**src/hw/rtl/sspg_pkg.sv**
```systemverilog
// ----------------------------------------------------------------------------
// sspg_pkg
// Shared types, constants and the arctangent table for the scan point
// generator.
// ----------------------------------------------------------------------------
package sspg_pkg;

   // cordic datapath widths, 2^-30 units for x/y, 2^-32 turn for z
   localparam int LANE_WIDTH = 34;
   localparam int MAG_WIDTH  = LANE_WIDTH - 1;

   localparam logic [26:0] PHASE_MUL = 27'd42722830;
   localparam logic [31:0] CORDIC_X0 = 32'd652032874;

   localparam int CSR_INDEX_WIDTH = 3;
   localparam int CSR_DATA_WIDTH  = 32;

   typedef enum logic [CSR_INDEX_WIDTH-1:0] {
      CSR_INCL_MIN     = 3'd0,
      CSR_INCL_MAX     = 3'd1,
      CSR_INCL_STEP    = 3'd2,
      CSR_AZIM_MIN     = 3'd3,
      CSR_AZIM_MAX     = 3'd4,
      CSR_AZIM_STEP    = 3'd5,
      CSR_RADIUS_START = 3'd6,
      CSR_RADIUS_STEP  = 3'd7
   } csr_index_type;

   typedef struct packed {
      logic                         valid;
      logic signed [LANE_WIDTH-1:0] x;
      logic signed [LANE_WIDTH-1:0] y;
      logic signed [LANE_WIDTH-1:0] z;
   } cordic_lane_type;

   // atan(2^-i) in 2^-32 turn units
   function automatic logic signed [LANE_WIDTH-1:0] atan_entry(input int unsigned i);
      logic [29:0] v;
      case (i)
         0:  v = 30'd536870912;
         1:  v = 30'd316933406;
         2:  v = 30'd167458907;
         3:  v = 30'd85004756;
         4:  v = 30'd42667331;
         5:  v = 30'd21354465;
         6:  v = 30'd10679838;
         7:  v = 30'd5340245;
         8:  v = 30'd2670163;
         9:  v = 30'd1335087;
         10: v = 30'd667544;
         11: v = 30'd333772;
         12: v = 30'd166886;
         13: v = 30'd83443;
         14: v = 30'd41722;
         15: v = 30'd20861;
         16: v = 30'd10430;
         17: v = 30'd5215;
         18: v = 30'd2607;
         19: v = 30'd1303;
         20: v = 30'd651;
         21: v = 30'd325;
         22: v = 30'd162;
         23: v = 30'd81;
         24: v = 30'd40;
         25: v = 30'd20;
         26: v = 30'd10;
         27: v = 30'd5;
         28: v = 30'd2;
         29: v = 30'd1;
         default: v = 30'd0;
      endcase
      return $signed({{(LANE_WIDTH-30){1'b0}}, v});
   endfunction

endpackage

```
**src/hw/rtl/sspg_cordic_cell.sv**
```systemverilog
// ----------------------------------------------------------------------------
// sspg_cordic_cell
// One rotation step of the cordic chain, registered toward the next cell.
// ----------------------------------------------------------------------------
module sspg_cordic_cell
   import sspg_pkg::*;
#(
   parameter int STEP = 0
) (
   input  logic            clock,
   input  logic            reset,
   input  cordic_lane_type lane_in,
   output cordic_lane_type lane_out
);

   cordic_lane_type lane_ff;
   cordic_lane_type lane_in_next;
   logic signed [LANE_WIDTH-1:0] dx;
   logic signed [LANE_WIDTH-1:0] dy;
   logic signed [LANE_WIDTH-1:0] angle;

   always_comb begin
      dx    = lane_in.y >>> STEP;
      dy    = lane_in.x >>> STEP;
      angle = atan_entry(STEP);
      lane_in_next.valid = lane_in.valid;
      if (!lane_in.z[LANE_WIDTH-1]) begin
         lane_in_next.x = lane_in.x - dx;
         lane_in_next.y = lane_in.y + dy;
         lane_in_next.z = lane_in.z - angle;
      end else begin
         lane_in_next.x = lane_in.x + dx;
         lane_in_next.y = lane_in.y - dy;
         lane_in_next.z = lane_in.z + angle;
      end
   end

   always_ff @(posedge clock) begin
      if (reset) begin
         lane_ff.valid <= 1'b0;
      end else begin
         lane_ff.valid <= lane_in_next.valid;
      end
      lane_ff.x <= lane_in_next.x;
      lane_ff.y <= lane_in_next.y;
      lane_ff.z <= lane_in_next.z;
   end

   assign lane_out = lane_ff;

endmodule

```
**config.mk**
```make
export PLATFORM = sky130hd
export DESIGN_NAME = sspg_cordic_cell
export DESIGN_NICKNAME = d
export VERILOG_FILES = /design/src/hw/rtl/sspg_pkg.sv /design/src/hw/rtl/sspg_cordic_cell.sv
export SDC_FILE = /design/constraint.sdc
export NUM_CORES = 1
export LEC_CHECK = 0
export BUFFER_PORTS_ARGS = -buffer_cell sky130_fd_sc_hd__buf_2
export CAP_MARGIN = 20
export CORE_MARGIN = 10
export CORE_UTILIZATION = 40
export DETAILED_ROUTE_END_ITERATION = 6
export MAX_ROUTING_LAYER = met4
export PLACE_DENSITY_LB_ADDON = 0.3
export RECOVER_POWER = 100
export SYNTH_ARGS = -nofsm -noshare
export SYNTH_HDL_FRONTEND = slang
export SYNTH_SLANG_ARGS = --single-unit
```
**constraint.sdc**
```tcl
create_clock -name clock -period 2.7 [get_ports clock]
set_clock_uncertainty 0.2 [all_clocks]
set_input_delay 0.54 -clock clock [delete_from_list [all_inputs] [get_ports clock]]
set_output_delay 0.54 -clock clock [all_outputs]
set_load 0.005 [all_outputs]
```
==> results.md <==
* Status: complete, but fails checks
* Failing checks: negative setup slack
* Final non-filler cell area at 13400 um^2
* CP bufs+invs at 3
* Worst min path class: in2reg
* Peak Freq at 353 MHz
* DP Worst Slack at -576 ps
* Max transition margin at 63.7%
* Number of distinct library cells after synthesis at between 80 and 90
* Crit Path Max Fanout at 5
* Final wirelength at about 35 mm
* Yosys top cell area share at between 20% and 30%
* Dpl hpwl at 27.9 mm
* Most common cell in the netlist: a21oi_1
* CP most frequent cell: a21oi_4
* Pleak at 6.43 nW
* Row count at 53
* CTS tree: done
* Nature of the critical path endpoint: flip-flop
* RSZ-0062 raised after global routing: true
* Syn_nets at between 1000 and 1500
* Vias/cell at 5.37
* First-pass GRT wire length at 51.5 mm
* Die Area at roughly 27000 um^2
* IO Count at 208
* EDFF count, synth at 0
* Chip height at 165 um
* Peak VDD IR at 0.000323 V
* Share of cells above drive strength 1 at 45.9%
* FFs w/ async S/R, synth at 0%
* GR Overflow Total at 0
* Via Count at 9816
* Worst-Margin Slew at 540 ps
* Syn Inst Count at 1055
* Hold-fix buffers, CTS at 0
* ANT cells at 0
* Initial antenna violation count at 0
* Mapped Area at 8430 um^2
* Synth Register Bits at about 100
* Post-DRT Antenna Nets at 0
* Deepest clock path buffer count at 2
* Final hold vios at 0
* Yosys warning count at 0
* Critical path launch point type: primary input
* Post-synthesis cell type with the largest combined area: dfxtp_1
* Total power at 6.18 mW
* Drt wl/cell at 19.1 um
* Vias in the first global route at 9766
* Critical path's top delay family: compound AO/OA/AOI/OAI gates
* CTS buffer count at 9
* Initial Util at 40.4%
* Filler instances at 1877
* Syn_area_per_cell at 7.99 um^2
* Drt pass-1 iters at 5
* Worst path cell trace: buf_8, buf_4, ha_4, fa_2, and2b_2, o21ai_4, a21oi_4, o2111ai_4, a21oi_4, buf_6, o2111ai_2, nand3_1, xnor2_1
* Ranking of synthesized cells by area: dfxtp_1 (24%), ha_1 (15%), a21oi_1 (7.2%)
* Most instantiated cells after synthesis: a21oi_1 (121), dfxtp_1 (102), ha_1 (102), inv_1 (100), nor2_1 (75)
* DRC errors left at 0
* Final Worst Setup Slack at -132 ps
* Pin count of the biggest net entering global routing at 44
* Ys flop type: dfxtp_1
* Total Nets Final at 1760
* CP max-delay cell: fa_2
* WP data arrival at ~2900 ps
* CTS Root Cell: clkbuf_16
* Footprint of the multi-input gates at between 6000 and 7000 um^2
* Max-cap check violation count at 0
* Final-report setup violation count at 12
* Area Growth Syn to Fin at 59.4%
* Largest stage delay on the critical path at 360 ps
* Cell Area, Placed at 12000 um^2
* Req. time, crit path at 2780 ps
* Placed instance count at 1790
* Max reg flops at 102
* Hold path depth at 1
* CTS clk-pin slew, worst paths at 90 ps
* PD cells at 460 nW/um^2
* Port Buf Inserts at 207
* Kind of critical path: in2reg
* FF+latch area at 2040 um^2
* Starting DRC count in detailed routing at 805
* GPL Wtd Cong at ~1
* Tmin final at between 2000 and 3000 ps
* Clock sink count at 102
* Total GRT Usage at between 20% and 30%
* Layout Cells excl Fill at 1829
* Sequential area share after synthesis at 24.2%
* H-tree Lvls at 3
* Fin. max-slew vios at 0
* Crit share post-route at 105%
* Core Region at ~21000 um^2
* Die W at 165 um
* CP Depth at 13
[cell usage in the layout, fill, tap and decap left out, types with 24 or more instances in the layout]
cell type / synthesis / layout
a21o_1: 32 / 32
a21oi_1: 121 / 101
buf_2: 15 / 196
buf_4: 9 / 309
dfxtp_1: 102 / 102
ha_1: 102 / 77
inv_1: 100 / 88
nand2_1: 52 / 51
nor2_1: 75 / 71
o21ai_0: 66 / 55
o21bai_1: 25 / 24
xnor2_1: 59 / 57
[timing repair]
item	in CTS	in global routing
hold endpoints to repair	0	0
cloned	0	1
pin swaps	25	60
setup buffers	7	15
endpoints found under the setup margin	33	42
resized for setup	72	121
[logic make-up after synthesis]
logic type	synth area share, %
multiplexers	1.23
AND/OR/NAND/NOR	14.2
buffers and inverters	8.04
adder cells (fa/ha/maj)	16.1
AO/OA/AOI/OAI	29.4
flip-flops	24.2
XOR/XNOR	6.75
[per-layer routing]
metal	wire length, um	track usage (%)
met1	14500	29.7
met2	16800	40.7
met3	2880	4.12
met4	829	7.29
met5	0	-
[final timing paths]
path                    start      endpoint  slack, ps
setup / recovery  lane_in[34]  lane_out[98]       -130
hold / removal    lane_in[24]  lane_out[24]         70
[layout make-up]
cell class,instances,share of cell area [%]
multi-input combinational,799,49.7
timing repair buffer,532,27.1
sequential,102,15.2
inverter,105,3.16
tap,275,2.56
clock buffer,9,1.68
clock inverter,7,0.633
[power by group]
part / internal (mW) / total, mW / switching (mW)
combinational: 1.41 / 2.91 / 1.50
clock: 0.668 / 1.40 / 0.730
sequential: 1.78 / 1.87 / 0.0912
[metrics by stage]
stage | hold WS [ps] | TNS [ps] | util (%)
2_1_floorplan | 368 | -693 | -
3_3_place_gp | 442 | -20370 | 57.5
3_5_place_dp | 444 | -21290 | 57.5
4_1_cts | 62.5 | -304 | 60.9
5_1_grt | 58.6 | -2180 | 64.3
6_report | 69.1 | -644 | 64.3
(Power assumes the default switching activity.)
